$ cat src/sv/hjsc_pkg.sv
// Types, codes and jamo tables of the Hangul syllable composer.
package hjsc_pkg;

  typedef enum logic [1:0] {
    MODE_CHAR   = 2'd0,
    MODE_BKSP   = 2'd1,
    MODE_COMMIT = 2'd2
  } mode_e;

  typedef enum logic [1:0] {
    KIND_NONE  = 2'd0,
    KIND_TEXT  = 2'd1,
    KIND_CLEAR = 2'd2
  } kind_e;

  localparam logic [4:0]  IDX_NONE    = 5'h1F;
  localparam logic [15:0] SYL_BASE    = 16'hAC00;
  localparam logic [15:0] VOWEL_FIRST = 16'h314F;
  localparam logic [15:0] VOWEL_LAST  = 16'h3163;
  localparam int unsigned NUM_INIT    = 19;
  localparam int unsigned NUM_VOWEL   = 21;
  localparam int unsigned NUM_FINAL   = 28;

  typedef struct packed {
    logic       iv;
    logic [4:0] ii;
    logic       vv;
    logic [4:0] vi;
    logic [4:0] fi;
  } syl_t;

  typedef struct packed {
    kind_e       kind;
    logic [15:0] text;
    logic        repl;
    logic        acc;
    logic        last;
  } res_t;

  function automatic logic [15:0] cons_code(logic [4:0] i);
    logic [15:0] r;
    case (i)
      5'd0:    r = 16'h3131;
      5'd1:    r = 16'h3132;
      5'd2:    r = 16'h3134;
      5'd3:    r = 16'h3137;
      5'd4:    r = 16'h3138;
      5'd5:    r = 16'h3139;
      5'd6:    r = 16'h3141;
      5'd7:    r = 16'h3142;
      5'd8:    r = 16'h3143;
      5'd9:    r = 16'h3145;
      5'd10:   r = 16'h3146;
      5'd11:   r = 16'h3147;
      5'd12:   r = 16'h3148;
      5'd13:   r = 16'h3149;
      5'd14:   r = 16'h314A;
      5'd15:   r = 16'h314B;
      5'd16:   r = 16'h314C;
      5'd17:   r = 16'h314D;
      5'd18:   r = 16'h314E;
      default: r = 16'h3131;
    endcase
    return r;
  endfunction

  function automatic logic [4:0] cons_lookup(logic [15:0] c);
    logic [4:0] r;
    case (c)
      16'h3131: r = 5'd0;
      16'h3132: r = 5'd1;
      16'h3134: r = 5'd2;
      16'h3137: r = 5'd3;
      16'h3138: r = 5'd4;
      16'h3139: r = 5'd5;
      16'h3141: r = 5'd6;
      16'h3142: r = 5'd7;
      16'h3143: r = 5'd8;
      16'h3145: r = 5'd9;
      16'h3146: r = 5'd10;
      16'h3147: r = 5'd11;
      16'h3148: r = 5'd12;
      16'h3149: r = 5'd13;
      16'h314A: r = 5'd14;
      16'h314B: r = 5'd15;
      16'h314C: r = 5'd16;
      16'h314D: r = 5'd17;
      16'h314E: r = 5'd18;
      default:  r = IDX_NONE;
    endcase
    return r;
  endfunction

  function automatic logic [4:0] init_to_final(logic [4:0] c);
    logic [4:0] r;
    case (c)
      5'd0:    r = 5'd1;
      5'd1:    r = 5'd2;
      5'd2:    r = 5'd4;
      5'd3:    r = 5'd7;
      5'd5:    r = 5'd8;
      5'd6:    r = 5'd16;
      5'd7:    r = 5'd17;
      5'd9:    r = 5'd19;
      5'd10:   r = 5'd20;
      5'd11:   r = 5'd21;
      5'd12:   r = 5'd22;
      5'd14:   r = 5'd23;
      5'd15:   r = 5'd24;
      5'd16:   r = 5'd25;
      5'd17:   r = 5'd26;
      5'd18:   r = 5'd27;
      default: r = 5'd0;
    endcase
    return r;
  endfunction

  function automatic logic [4:0] final_to_init(logic [4:0] f);
    logic [4:0] r;
    case (f)
      5'd1:    r = 5'd0;
      5'd2:    r = 5'd1;
      5'd4:    r = 5'd2;
      5'd7:    r = 5'd3;
      5'd8:    r = 5'd5;
      5'd16:   r = 5'd6;
      5'd17:   r = 5'd7;
      5'd19:   r = 5'd9;
      5'd20:   r = 5'd10;
      5'd21:   r = 5'd11;
      5'd22:   r = 5'd12;
      5'd23:   r = 5'd14;
      5'd24:   r = 5'd15;
      5'd25:   r = 5'd16;
      5'd26:   r = 5'd17;
      5'd27:   r = 5'd18;
      default: r = IDX_NONE;
    endcase
    return r;
  endfunction

  function automatic logic [4:0] split_keep(logic [4:0] f);
    logic [4:0] r;
    case (f)
      5'd3:    r = 5'd1;
      5'd5:    r = 5'd4;
      5'd6:    r = 5'd4;
      5'd9:    r = 5'd8;
      5'd10:   r = 5'd8;
      5'd11:   r = 5'd8;
      5'd12:   r = 5'd8;
      5'd13:   r = 5'd8;
      5'd14:   r = 5'd8;
      5'd15:   r = 5'd8;
      5'd18:   r = 5'd17;
      default: r = 5'd0;
    endcase
    return r;
  endfunction

  function automatic logic [4:0] split_pull(logic [4:0] f);
    logic [4:0] r;
    case (f)
      5'd3:    r = 5'd9;
      5'd5:    r = 5'd12;
      5'd6:    r = 5'd18;
      5'd10:   r = 5'd6;
      5'd11:   r = 5'd7;
      5'd12:   r = 5'd9;
      5'd13:   r = 5'd16;
      5'd14:   r = 5'd17;
      5'd15:   r = 5'd18;
      5'd18:   r = 5'd9;
      default: r = 5'd0;
    endcase
    return r;
  endfunction

  function automatic logic [4:0] combine_final(logic [4:0] base, logic [4:0] add);
    logic [4:0] r;
    r = 5'd0;
    case (base)
      5'd1:  if (add == 5'd9) r = 5'd3;
      5'd4: begin
        if (add == 5'd12) r = 5'd5;
        else if (add == 5'd18) r = 5'd6;
      end
      5'd8: begin
        case (add)
          5'd0:    r = 5'd9;
          5'd6:    r = 5'd10;
          5'd7:    r = 5'd11;
          5'd9:    r = 5'd12;
          5'd16:   r = 5'd13;
          5'd17:   r = 5'd14;
          5'd18:   r = 5'd15;
          default: r = 5'd0;
        endcase
      end
      5'd17: if (add == 5'd9) r = 5'd18;
      default: r = 5'd0;
    endcase
    return r;
  endfunction

  function automatic logic [4:0] combine_vowel(logic [4:0] base, logic [4:0] add);
    logic [4:0] r;
    r = IDX_NONE;
    case (base)
      5'd8: begin
        if (add == 5'd0) r = 5'd9;
        else if (add == 5'd1) r = 5'd10;
        else if (add == 5'd20) r = 5'd11;
      end
      5'd13: begin
        if (add == 5'd4) r = 5'd14;
        else if (add == 5'd5) r = 5'd15;
        else if (add == 5'd20) r = 5'd16;
      end
      5'd18: if (add == 5'd20) r = 5'd19;
      default: r = IDX_NONE;
    endcase
    return r;
  endfunction

  function automatic logic [4:0] vowel_base(logic [4:0] v);
    logic [4:0] r;
    case (v) inside
      [5'd9:5'd11]:  r = 5'd8;
      [5'd14:5'd16]: r = 5'd13;
      5'd19:         r = 5'd18;
      default:       r = IDX_NONE;
    endcase
    return r;
  endfunction

  function automatic logic [15:0] syl_code(logic [4:0] i, logic [4:0] v, logic [4:0] f);
    logic [9:0]  iv_sum;
    logic [14:0] ivf;
    iv_sum = 10'(i) * 10'd21 + 10'(v);
    ivf    = 15'(iv_sum) * 15'd28 + 15'(f);
    return SYL_BASE + 16'(ivf);
  endfunction

  function automatic logic [15:0] cur_code(syl_t s);
    logic [4:0] i;
    logic [4:0] v;
    logic [4:0] f;
    i = (s.ii < 5'(NUM_INIT)) ? s.ii : 5'd0;
    v = (s.vi >= 5'(NUM_VOWEL)) ? s.vi - 5'(NUM_VOWEL) : s.vi;
    f = (s.fi >= 5'(NUM_FINAL)) ? s.fi - 5'(NUM_FINAL) : s.fi;
    return s.vv ? syl_code(i, v, f) : cons_code(i);
  endfunction

endpackage

$ cat src/sv/hangul_jamo_syllable_composer_unit.sv
// Hangul two-set keystroke composer: keystrokes in, syllable display updates out.
// A keystroke is registered, then decoded against the syllable being built in one
// pass, and its one or two results enter a four-entry result queue. A new keystroke
// can be taken every cycle while the queue holds two or fewer results; results leave
// one per cycle while out_stall_i is low, so a keystroke that pulls a final into a
// new syllable yields two results in turn. A keystroke passes the input register
// and the result queue before its first result appears. Kind 1 carries a code point,
// kind 2 clears the shown syllable, and kind 0 reports a keystroke the composer did
// not consume; last_of_run marks the final result of each keystroke.
module hangul_jamo_syllable_composer_unit (
  input  logic        clk_i,
  input  logic        rst_ni,
  input  logic        in_valid_i,
  output logic        in_stall_o,
  input  logic [1:0]  mode_i,
  input  logic [15:0] char_code_i,
  output logic        out_valid_o,
  input  logic        out_stall_i,
  output logic [1:0]  kind_o,
  output logic [15:0] text_code_o,
  output logic        replaces_previous_o,
  output logic        accepted_o,
  output logic        last_of_run_o
);

  logic           in_valid_q, in_valid_d;
  logic [1:0]     mode_q;
  logic [15:0]    code_q;
  hjsc_pkg::syl_t syl_q, syl_d;
  hjsc_pkg::syl_t step_nxt;
  hjsc_pkg::res_t res0;
  hjsc_pkg::res_t res1;
  hjsc_pkg::res_t head;
  logic           two;
  logic           room;
  logic           advance;
  logic           take;

  assign advance    = in_valid_q && room;
  assign in_stall_o = in_valid_q && !room;
  assign take       = in_valid_i && !in_stall_o;

  always_comb begin
    in_valid_d = take ? 1'b1 : (advance ? 1'b0 : in_valid_q);
    syl_d      = advance ? step_nxt : syl_q;
  end

  always_ff @(posedge clk_i or negedge rst_ni) begin
    if (!rst_ni) begin
      in_valid_q <= 1'b0;
      syl_q      <= '0;
    end else begin
      in_valid_q <= in_valid_d;
      syl_q      <= syl_d;
    end
  end

  always_ff @(posedge clk_i) begin
    if (take) begin
      mode_q <= mode_i;
      code_q <= char_code_i;
    end
  end

  hjsc_step u_step (
    .cur_i  (syl_q),
    .mode_i (mode_q),
    .code_i (code_q),
    .nxt_o  (step_nxt),
    .res0_o (res0),
    .res1_o (res1),
    .two_o  (two)
  );

  hjsc_res_fifo u_fifo (
    .clk_i   (clk_i),
    .rst_ni  (rst_ni),
    .push0_i (advance),
    .push1_i (advance && two),
    .data0_i (res0),
    .data1_i (res1),
    .pop_i   (!out_stall_i),
    .room_o  (room),
    .valid_o (out_valid_o),
    .data_o  (head)
  );

  assign kind_o              = head.kind;
  assign text_code_o         = head.text;
  assign replaces_previous_o = head.repl;
  assign accepted_o          = head.acc;
  assign last_of_run_o       = head.last;

endmodule

$ cat src/sv/hjsc_step.sv
// Keystroke decode and syllable update: next syllable state and up to two results.
module hjsc_step (
  input  hjsc_pkg::syl_t       cur_i,
  input  logic [1:0]           mode_i,
  input  logic [15:0]          code_i,
  output hjsc_pkg::syl_t       nxt_o,
  output hjsc_pkg::res_t       res0_o,
  output hjsc_pkg::res_t       res1_o,
  output logic                 two_o
);

  hjsc_pkg::syl_t nxt;
  hjsc_pkg::syl_t cleared;
  hjsc_pkg::res_t r0;
  hjsc_pkg::res_t r1;
  logic           two;
  logic [4:0]     cons_idx;
  logic [4:0]     vow_idx;
  logic           is_vowel;
  logic [4:0]     tgt_f;
  logic [4:0]     merged_v;
  logic [4:0]     keep_f;
  logic [4:0]     pull_i;
  logic [4:0]     base_v;

  assign cons_idx = hjsc_pkg::cons_lookup(code_i);
  assign is_vowel = code_i inside {[hjsc_pkg::VOWEL_FIRST:hjsc_pkg::VOWEL_LAST]};
  assign vow_idx  = 5'(code_i - hjsc_pkg::VOWEL_FIRST);
  assign tgt_f    = (cur_i.fi == 5'd0) ? hjsc_pkg::init_to_final(cons_idx)
                                       : hjsc_pkg::combine_final(cur_i.fi, cons_idx);
  assign merged_v = hjsc_pkg::combine_vowel(cur_i.vi, vow_idx);
  assign keep_f   = hjsc_pkg::split_keep(cur_i.fi);
  assign pull_i   = (keep_f != 5'd0) ? hjsc_pkg::split_pull(cur_i.fi)
                                     : hjsc_pkg::final_to_init(cur_i.fi);
  assign base_v   = hjsc_pkg::vowel_base(cur_i.vi);
  assign cleared  = '0;

  always_comb begin
    nxt = cur_i;
    r0  = '0;
    r1  = '0;
    two = 1'b0;
    case (hjsc_pkg::mode_e'(mode_i))
      hjsc_pkg::MODE_BKSP: begin
        if (cur_i.fi != 5'd0) begin
          nxt.fi  = keep_f;
          r0.kind = hjsc_pkg::KIND_TEXT;
          r0.text = hjsc_pkg::cur_code(nxt);
          r0.repl = 1'b1;
          r0.acc  = 1'b1;
        end else if (cur_i.vv) begin
          if (base_v == hjsc_pkg::IDX_NONE) begin
            nxt.vv = 1'b0;
            nxt.vi = 5'd0;
          end else begin
            nxt.vi = base_v;
          end
          r0.kind = hjsc_pkg::KIND_TEXT;
          r0.text = hjsc_pkg::cur_code(nxt);
          r0.repl = 1'b1;
          r0.acc  = 1'b1;
        end else if (cur_i.iv) begin
          nxt     = cleared;
          r0.kind = hjsc_pkg::KIND_CLEAR;
          r0.acc  = 1'b1;
        end
      end
      hjsc_pkg::MODE_CHAR: begin
        if (cons_idx != hjsc_pkg::IDX_NONE) begin
          r0.kind = hjsc_pkg::KIND_TEXT;
          r0.acc  = 1'b1;
          if (cur_i.iv && cur_i.vv && tgt_f != 5'd0) begin
            nxt.fi  = tgt_f;
            r0.repl = 1'b1;
          end else begin
            nxt = '{iv: 1'b1, ii: cons_idx, vv: 1'b0, vi: 5'd0, fi: 5'd0};
          end
          r0.text = hjsc_pkg::cur_code(nxt);
        end else if (is_vowel) begin
          r0.kind = hjsc_pkg::KIND_TEXT;
          r0.acc  = 1'b1;
          r0.text = code_i;
          if (!cur_i.iv) begin
            nxt = cur_i;
          end else if (!cur_i.vv) begin
            nxt.vv  = 1'b1;
            nxt.vi  = vow_idx;
            nxt.fi  = 5'd0;
            r0.text = hjsc_pkg::cur_code(nxt);
            r0.repl = 1'b1;
          end else if (cur_i.fi == 5'd0) begin
            if (merged_v != hjsc_pkg::IDX_NONE) begin
              nxt.vi  = merged_v;
              r0.text = hjsc_pkg::cur_code(nxt);
              r0.repl = 1'b1;
            end else begin
              nxt = cleared;
            end
          end else if (pull_i == hjsc_pkg::IDX_NONE) begin
            nxt = cleared;
          end else begin
            nxt.fi  = keep_f;
            r0.text = hjsc_pkg::cur_code(nxt);
            r0.repl = 1'b1;
            nxt     = '{iv: 1'b1, ii: pull_i, vv: 1'b1, vi: vow_idx, fi: 5'd0};
            r1.kind = hjsc_pkg::KIND_TEXT;
            r1.text = hjsc_pkg::cur_code(nxt);
            r1.acc  = 1'b1;
            two     = 1'b1;
          end
        end else begin
          nxt = cleared;
        end
      end
      default: begin
        nxt = cleared;
      end
    endcase
    r0.last = ~two;
    r1.last = 1'b1;
  end

  assign nxt_o  = nxt;
  assign res0_o = r0;
  assign res1_o = r1;
  assign two_o  = two;

endmodule

$ cat src/sv/hjsc_res_fifo.sv
// Four-entry result queue that takes one or two results per cycle and gives one per pop.
module hjsc_res_fifo (
  input  logic           clk_i,
  input  logic           rst_ni,
  input  logic           push0_i,
  input  logic           push1_i,
  input  hjsc_pkg::res_t data0_i,
  input  hjsc_pkg::res_t data1_i,
  input  logic           pop_i,
  output logic           room_o,
  output logic           valid_o,
  output hjsc_pkg::res_t data_o
);

  hjsc_pkg::res_t mem_q [4];
  logic [1:0]     wr_ptr_q, wr_ptr_d;
  logic [1:0]     rd_ptr_q, rd_ptr_d;
  logic [2:0]     count_q, count_d;
  logic [1:0]     wr_ptr_nx;
  logic           do_pop;

  assign do_pop    = pop_i && (count_q != 3'd0);
  assign wr_ptr_nx = wr_ptr_q + 2'd1;

  always_comb begin
    wr_ptr_d = wr_ptr_q + 2'(push0_i) + 2'(push1_i);
    rd_ptr_d = rd_ptr_q + 2'(do_pop);
    count_d  = count_q + 3'(push0_i) + 3'(push1_i) - 3'(do_pop);
  end

  always_ff @(posedge clk_i or negedge rst_ni) begin
    if (!rst_ni) begin
      wr_ptr_q <= 2'd0;
      rd_ptr_q <= 2'd0;
      count_q  <= 3'd0;
    end else begin
      wr_ptr_q <= wr_ptr_d;
      rd_ptr_q <= rd_ptr_d;
      count_q  <= count_d;
    end
  end

  always_ff @(posedge clk_i) begin
    if (push0_i) begin
      mem_q[wr_ptr_q] <= data0_i;
    end
    if (push1_i) begin
      mem_q[wr_ptr_nx] <= data1_i;
    end
  end

  assign room_o  = (count_q <= 3'd2);
  assign valid_o = (count_q != 3'd0);
  assign data_o  = mem_q[rd_ptr_q];

endmodule

$ cat config.mk
export PLATFORM = sky130hd
export DESIGN_NAME = hangul_jamo_syllable_composer_unit
export DESIGN_NICKNAME = d
export VERILOG_FILES = /design/src/sv/hjsc_pkg.sv /design/src/sv/hangul_jamo_syllable_composer_unit.sv /design/src/sv/hjsc_step.sv /design/src/sv/hjsc_res_fifo.sv
export SDC_FILE = /design/constraint.sdc
export NUM_CORES = 1
export LEC_CHECK = 0
export ABC_AREA = 0
export BUFFER_PORTS_ARGS = -buffer_cell sky130_fd_sc_hd__clkbuf_2
export CORE_ASPECT_RATIO = 0.8
export CORE_MARGIN = 5
export CORE_UTILIZATION = 45
export CTS_CLUSTER_SIZE = 30
export DETAILED_ROUTE_END_ITERATION = 12
export GPL_TIMING_DRIVEN = 0
export PLACE_DENSITY = 0.71
export SLEW_MARGIN = 20
export SYNTH_ARGS = -nofsm -noshare
export SYNTH_HDL_FRONTEND = slang
export SYNTH_HIERARCHICAL = 1
export SYNTH_SLANG_ARGS = --single-unit
$ cat constraint.sdc
create_clock -name clk_i -period 12.5 [get_ports clk_i]
set_input_delay 1.875 -clock clk_i [delete_from_list [all_inputs] [get_ports clk_i]]
set_output_delay 1.875 -clock clk_i [all_outputs]
set_load 0.01 [all_outputs]
# Yosys cells after proc, flatten, opt, wreduce, memory -nomap -nowiden
# Memories as Yosys holds them, arrays and structs flattened.
# Index checks and enable logic that the tools add are counted.
[word_totals] ff_bits=43 ram_bits=84 romBits=1280 in_bits=22 output_inout_bits=23 wordCells=260 memories=8
[classes] addsub=32 multipliers=9 n_lt_le_gt_ge=18 eq_ne=54 n_mux=100 bitwise=1 reduce_logical=27
[memory_table] memory="(name not given)" words=32 word_bits=7 rd=1 rd_clocked_by_memory_dff=0 write_ports=0 line="hjsc_pkg.sv:42" source="case (i)"
[memory_table] memory="(name not given)" words=32 word_bits=7 rd=1 rd_clocked_by_memory_dff=0 write_ports=0 line="hjsc_pkg.sv:42"
[memory_table] memory="(name not given)" words=32 word_bits=7 rd=1 rd_clocked_by_memory_dff=0 write_ports=0 line="hjsc_pkg.sv:42"
[memory_table] memory="(name not given)" words=32 word_bits=5 rd=1 rd_clocked_by_memory_dff=0 write_ports=0 line="hjsc_pkg.sv:120" source="case (f)"
[memory_table] memory="(name not given)" words=32 word_bits=5 rd=1 rd_clocked_by_memory_dff=0 write_ports=0 line="hjsc_pkg.sv:163" source="case (f)"
[memory_table] memory="(name not given)" words=32 word_bits=5 rd=1 rd_clocked_by_memory_dff=0 write_ports=0 line="hjsc_pkg.sv:96" source="case (c)"
[memory_table] memory="+2 memories"
[op_table] operator="equality test 16 x 14 -> 1 bit (second input constant)" n=19
[op_table] operator="two-way mux 17 bit" n=12
[op_table] operator="two-way mux 5 bit" n=33
[op_table] operator="two-way mux 18 bit" n=6
[op_table] operator="adder 16 x 15 -> 16 bit (first input constant)" n=6
[op_table] operator="case mux 5 bit (19 select lines)" n=1
[op_table] operator="multiplier 10 x 3 -> 13 bit (second input constant)" n=6
[op_table] operator="two-way mux 16 bit" n=4
[op_table] operator="adder 10 x 5 -> 10 bit" n=6
[op_table] operator="adder 15 x 5 -> 15 bit" n=4
[op_table] operator="two-way mux 12 bit" n=4
[op_table] operator="equality test 5 bit (second input constant)" n=9
[op_table] operator=">= comparator 5 bit (second input constant)" n=8
[op_table] operator="two-way mux 20 bit" n=2
[op_table] operator="case mux 20 bit (2 select lines)" n=1
[op_table] operator="subtractor 5 bit (second input constant)" n=8
[op_table] operator="case mux 17 bit (2 select lines)" n=1
[op_table] operator="multiplier 5 x 5 -> 10 bit (second input constant)" n=3
[op_table] operator="case mux 4 bit (7 select lines)" n=1
[op_table] operator="equality test 5 x 3 -> 1 bit (second input constant)" n=5
[op_table] operator="equality test 5 x 4 -> 1 bit (second input constant)" n=5
[op_table] operator="two-way mux 1 bit" n=20
[op_table] operator="case mux 5 bit (4 select lines)" n=1
[op_table] operator="two-way mux 19 bit" n=1
[op_table] operator="39 further kinds" n=75

# Longest topological paths before layout
[depth] depth_word=22 ltp_mapped=55 mapped_depth_nobuf=51

# Cells and area by module
# Netlist, hierarchy kept.
[by_module_without_submodules] mod="hjsc_step" instances=1 cells_per_inst=1846 area_each_um2=13455.4
[by_module_without_submodules] mod="hjsc_res_fifo" instances=1 cells_per_inst=238 area_each_um2=4419.2
[by_module_without_submodules] mod="hangul_jamo_syllable_composer_unit" instances=1 cells_per_inst=62 area_each_um2=1282.5

# Least setup slack after synthesis
# Ideal clock, no wire load.
[synth_path] kind="reg2reg" from="register code_q[0]" to="memory u_fifo/mem_q[0][18] in the netlist's numbering, data pin" setup_ns=0.260 arrival_time_ns=10.353 path_slack_ns=1.887 stages_incl_launch_ff=52 path_cell_list="edfxtp_1 > inv_1 > ha_1 > clkbuf_1 > o31a_1 > nand4_1 > clkbuf_1 > and4_1 > nor2_1 > inv_1 > ha_1 > o31ai_1 > a211oi_1 > mux2i_1 > nor3_1 > o21ai_0 > o31ai_1 > nor3_1 > [16 not listed] > fa_1 > xnor2_1 > inv_1 > fa_1 > inv_1 > ha_1 > a21oi_1 > o21ai_0 > a21o_1 > a21oi_1 > or4b_2 > o211ai_1 > nand3_1 > xnor2_1 > o21bai_1 > a21oi_1 > o32ai_1 > mux2_2"
[synth_lines] element="from (decl)" line="hangul_jamo_syllable_composer_unit.sv:28" source="logic [15:0] code_q;"
[synth_lines] element="from (signal assigned)" line="hangul_jamo_syllable_composer_unit.sv:61" source="code_q <= char_code_i;"
[synth_lines] element="to (decl)" line="hjsc_res_fifo.sv:15" source="hjsc_pkg::res_t mem_q [4];"

==> run_results.csv <==
group,metric,value,unit
pwr,ir_drop,0.709,mV
routing,drc,0,
logic_synthesis,synth.avg_cell_area,8.93,um2
logic_synthesis,ys_seq_elements,127,
min_path,min_path_type,"register to register",
setup_path,slowest_delay,0.63,ns
logic_synthesis,postSynthCellCount,2146,
logic_synthesis,synth_top_family_by_area,"adder cells",
pwr,pwr-share-comb,77.3,%
sta,setup_viol,0,
status,status,"finished clean",
routing,drtIter0Drc,1631,
setup_path,cp-start-kind,"register",
routing,wl_met2,27.9,mm
layout,final_layout_size_suffix_gt1_share,14.1,%
sta,slew_viol_final,0,
place,pre_cts_slack,-0.972,ns
floorplanning,rows,67,
global_route,grt_pass1_wl,98.8,mm
floorplanning,initial_core_util,45.6,%
pwr,seq_power_share,12.5,%
setup_path,worst_path_most_repeated_cell,"ha_1",
routing,routedWlPerCell,23.3,um
cts,cts-root-buf,"clkbuf_16",
run,max-cap-violations,0,
logic_synthesis,synthTopCellsByArea,"edfxtp_1 16%, ha_1 15%, fa_1 7.8%",
logic_synthesis,synth_top_area_cell,"edfxtp_1",
cts,hold_buffers,0,
layout,multi_input_area,14300,um2
logic_synthesis,yosys.area_share.adder,23.2,%
logic_synthesis,synth_top_cell_area_share,16.0,%
layout,fill_cells,3911,
logic_synthesis,yosys-top-cells-count,"242 x inv_1, 235 x ha_1, 151 x a21oi_1",
logic_synthesis,synth_edf_count,102,
pwr,pwr-share-clk,10.2,%
logic_synthesis,synth_xor_area_share,7.48,%
routing,vias,17300,
cts,cts_tree,"done",
sta,fmax,82.5,MHz
sta,worst_pin_slew,1.15,ns
place,place_hpwl,52.5,mm
logic_synthesis,synth.distinct_cells,102,
setup_path,crit_type,"register to register",
global_route,grt_pass1_vias,16600,
layout,seq_area,3690,um2
pwr,power_density,241,nW/um2
cts,clock-sinks,127,
floorplanning,die_y,195,um
place,port_buffers,44,
setup_path,end_kind,"register",
logic_synthesis,synthMuxAreaShare,9.94,%
cts,cts.clk_slew.worst_paths,0.07,ns
pwr,leakagePower,9.71,nW
sta,whs,0.507,ns
setup_path,critPathMaxFanout,10,
logic_synthesis,yosys.area_share.simple,13.2,%
logic_synthesis,synth-async-reset-ratio,19.7,%
routing,antenna_left,0,
logic_synthesis,ys_seq_area_share,19.3,%
cts,cts_buffers,17,
routing,dr.pass1.iters,6,
cts,clk_latency,0.44,ns
floorplanning,die_x,241,um
layout,diodes,0,
routing,met1_length,29.1,mm
floorplanning,core,42000,um2
pwr,intPower,2.47,mW
sta,min_period,12.13,ns
logic_synthesis,synth-warning-count,6,
setup_path,cp.required,12.81,ns
pwr,swShare,51.3,%
floorplanning,ios,45,
logic_synthesis,synth-compound-area-share,19.9,%
global_route,grt_usage,27.0,%
layout,synthToLayoutAreaGrowth,9.84,%
sta,hold_violations,0,
setup_path,slowest_stage,"or4b_2",
place,globalplace.congestion,1.06,
sta,slew_headroom,22.5,%
logic_synthesis,synth_area,19200,um2
logic_synthesis,yosysMostFrequentCell,"inv_1",
routing,wl,64.8,mm
sta,skew,0.0144,ns
global_route,antenna_found_initial,1,
routing,vias_per_cell,6.22,
global_route,grt_start_max_net_pins,26,
global_route,overflow,0,
routing,top_layer_used,"met4",
logic_synthesis,synthFlopType,"edfxtp_1",
cts,clk_path_buf_depth,2,
layout,nNetsFinal,2551,
sta,finalWorstSetupSlack,0.375,ns
sta,final.period_utilization,97.0,%
pwr,switchingPower,2.61,mW
routing,wl_met3,6.59,mm
setup_path,cp.arrival,12.44,ns
floorplanning,die-area,46800,um2
cts,htreeDepth,4,
[through the flow]
step / area [um2] / cells / utilization, % / TNS [ns] / total power [mW]
finish: 21000 / 2784 / 50.1 / 0 / 5.08
global route: 21000 / 2784 / 50.1 / -0.233 / 5.56
CTS: 20900 / 2780 / 49.8 / 0 / 5.02
detailed placement: 20200 / 2749 / 48.2 / -15.40 / 4.45
global placement: 20100 / 2745 / 47.8 / -13.14 / 4.26
floorplan: 19200 / 2149 / - / 0 / 3.49
[worst paths after layout]
path | startpoint | end | slack [ns] | cells past startpoint
max | code_q[0]$_DFFE_PP_ | u_fifo/mem_q[3][17]$_DFFE_PP_ | 0.37 | 51
min | syl_q[10]$_DFFE_PN0P_ | syl_q[10]$_DFFE_PN0P_ | 0.51 | 1
max reg2reg | code_q[0]$_DFFE_PP_ | u_fifo/mem_q[3][17]$_DFFE_PP_ | 0.37 | 51
min reg2reg | syl_q[10]$_DFFE_PN0P_ | syl_q[10]$_DFFE_PN0P_ | 0.51 | 1
max in group asynchronous | rst_ni | syl_q[10]$_DFFE_PN0P_ | 10.43 | 1
min in group asynchronous | rst_ni | u_fifo/count_q[1]$_DFF_PN0_ | 1.54 | 1
[kinds of logic after synthesis]
logic type	after synthesis
xor gates and xnor gates	162
DFF	127
AOI/OAI and AO/OA	571
buffers and inverters	330
muxes	147
other	2
adders and majority gates	310
and+or+nand+nor	497
[state kept, by name, summed over array words and instances, names as in the netlist]
name and flops:
u_fifo/mem_q 84, syl_q 17, code_q 16, u_fifo/count_q 3, mode_q 2, u_fifo/rd_ptr_q 2
u_fifo/wr_ptr_q 2, in_valid_q 1
[cell usage in the layout (no fill, tap or decap), types with 20 or more instances in the layout]
cell	n
o211ai_1	20
a21oi_1	148
o22ai_1	28
dfrtp_1	25
nor2b_1	20
a211oi_1	22
nand3_1	43
edfxtp_1	102
xor2_1	63
nand2_1	108
and2_1	23
mux2_2	96
ha_1	230
inv_1	241
o21bai_1	35
mux4_2	21
a21o_1	47
nor2_1	134
clkbuf_2	48
nand2b_1	32
clkbuf_1	41
o21ai_0	84
nor3_1	39
fa_1	75
xnor2_1	95
[metal layers]
layer / vias up / GRT usage (%)
met5: - / 0
met2: 844 / 40.8
met1: 8484 / 39.8
met3: 74 / 6.29
met4: 0 / 5.32
li1: 7903 / -
[what timing repair did]
| item | CTS | global route |
|---|---|---|
| resized for setup | 18 | 31 |
| endpoints found under the hold margin | 0 | 0 |
| buffers inserted | 2 | 4 |
| pin swaps | 0 | 2 |
| endpoints found under the setup margin | 24 | 24 |
[power by group through the flow]
stage | Combinational [mW] | Clock, mW | Sequential [mW]
after floorplan | 2.88 | 0 | 0.616
after global placement | 3.61 | 0 | 0.644
after detailed placement | 3.81 | 0 | 0.643
after CTS | 3.86 | 0.524 | 0.634
after global routing | 4.38 | 0.543 | 0.643
final | 3.93 | 0.517 | 0.634
[layout make-up]
type	instances	area share, %
clock inverter	15	0.880
buffer	84	2.02
tap	552	3.28
multi-input combinational	1692	68.2
inverter	243	4.33
sequential	127	17.5
clock buffer	17	2.02
timing repair buffer	54	1.78
[critical path, delay by kind of cell (launching register included)]
family	cells	cell delay [ns]
xor+xnor	3	0.58
buf+inv	9	1.39
simple gates	14	2.98
flops	1	0.50
mux	2	0.41
compound gates	14	3.04
fa+ha+maj	9	3.06
No activity file was read; power rests on OpenSTA's default activity.
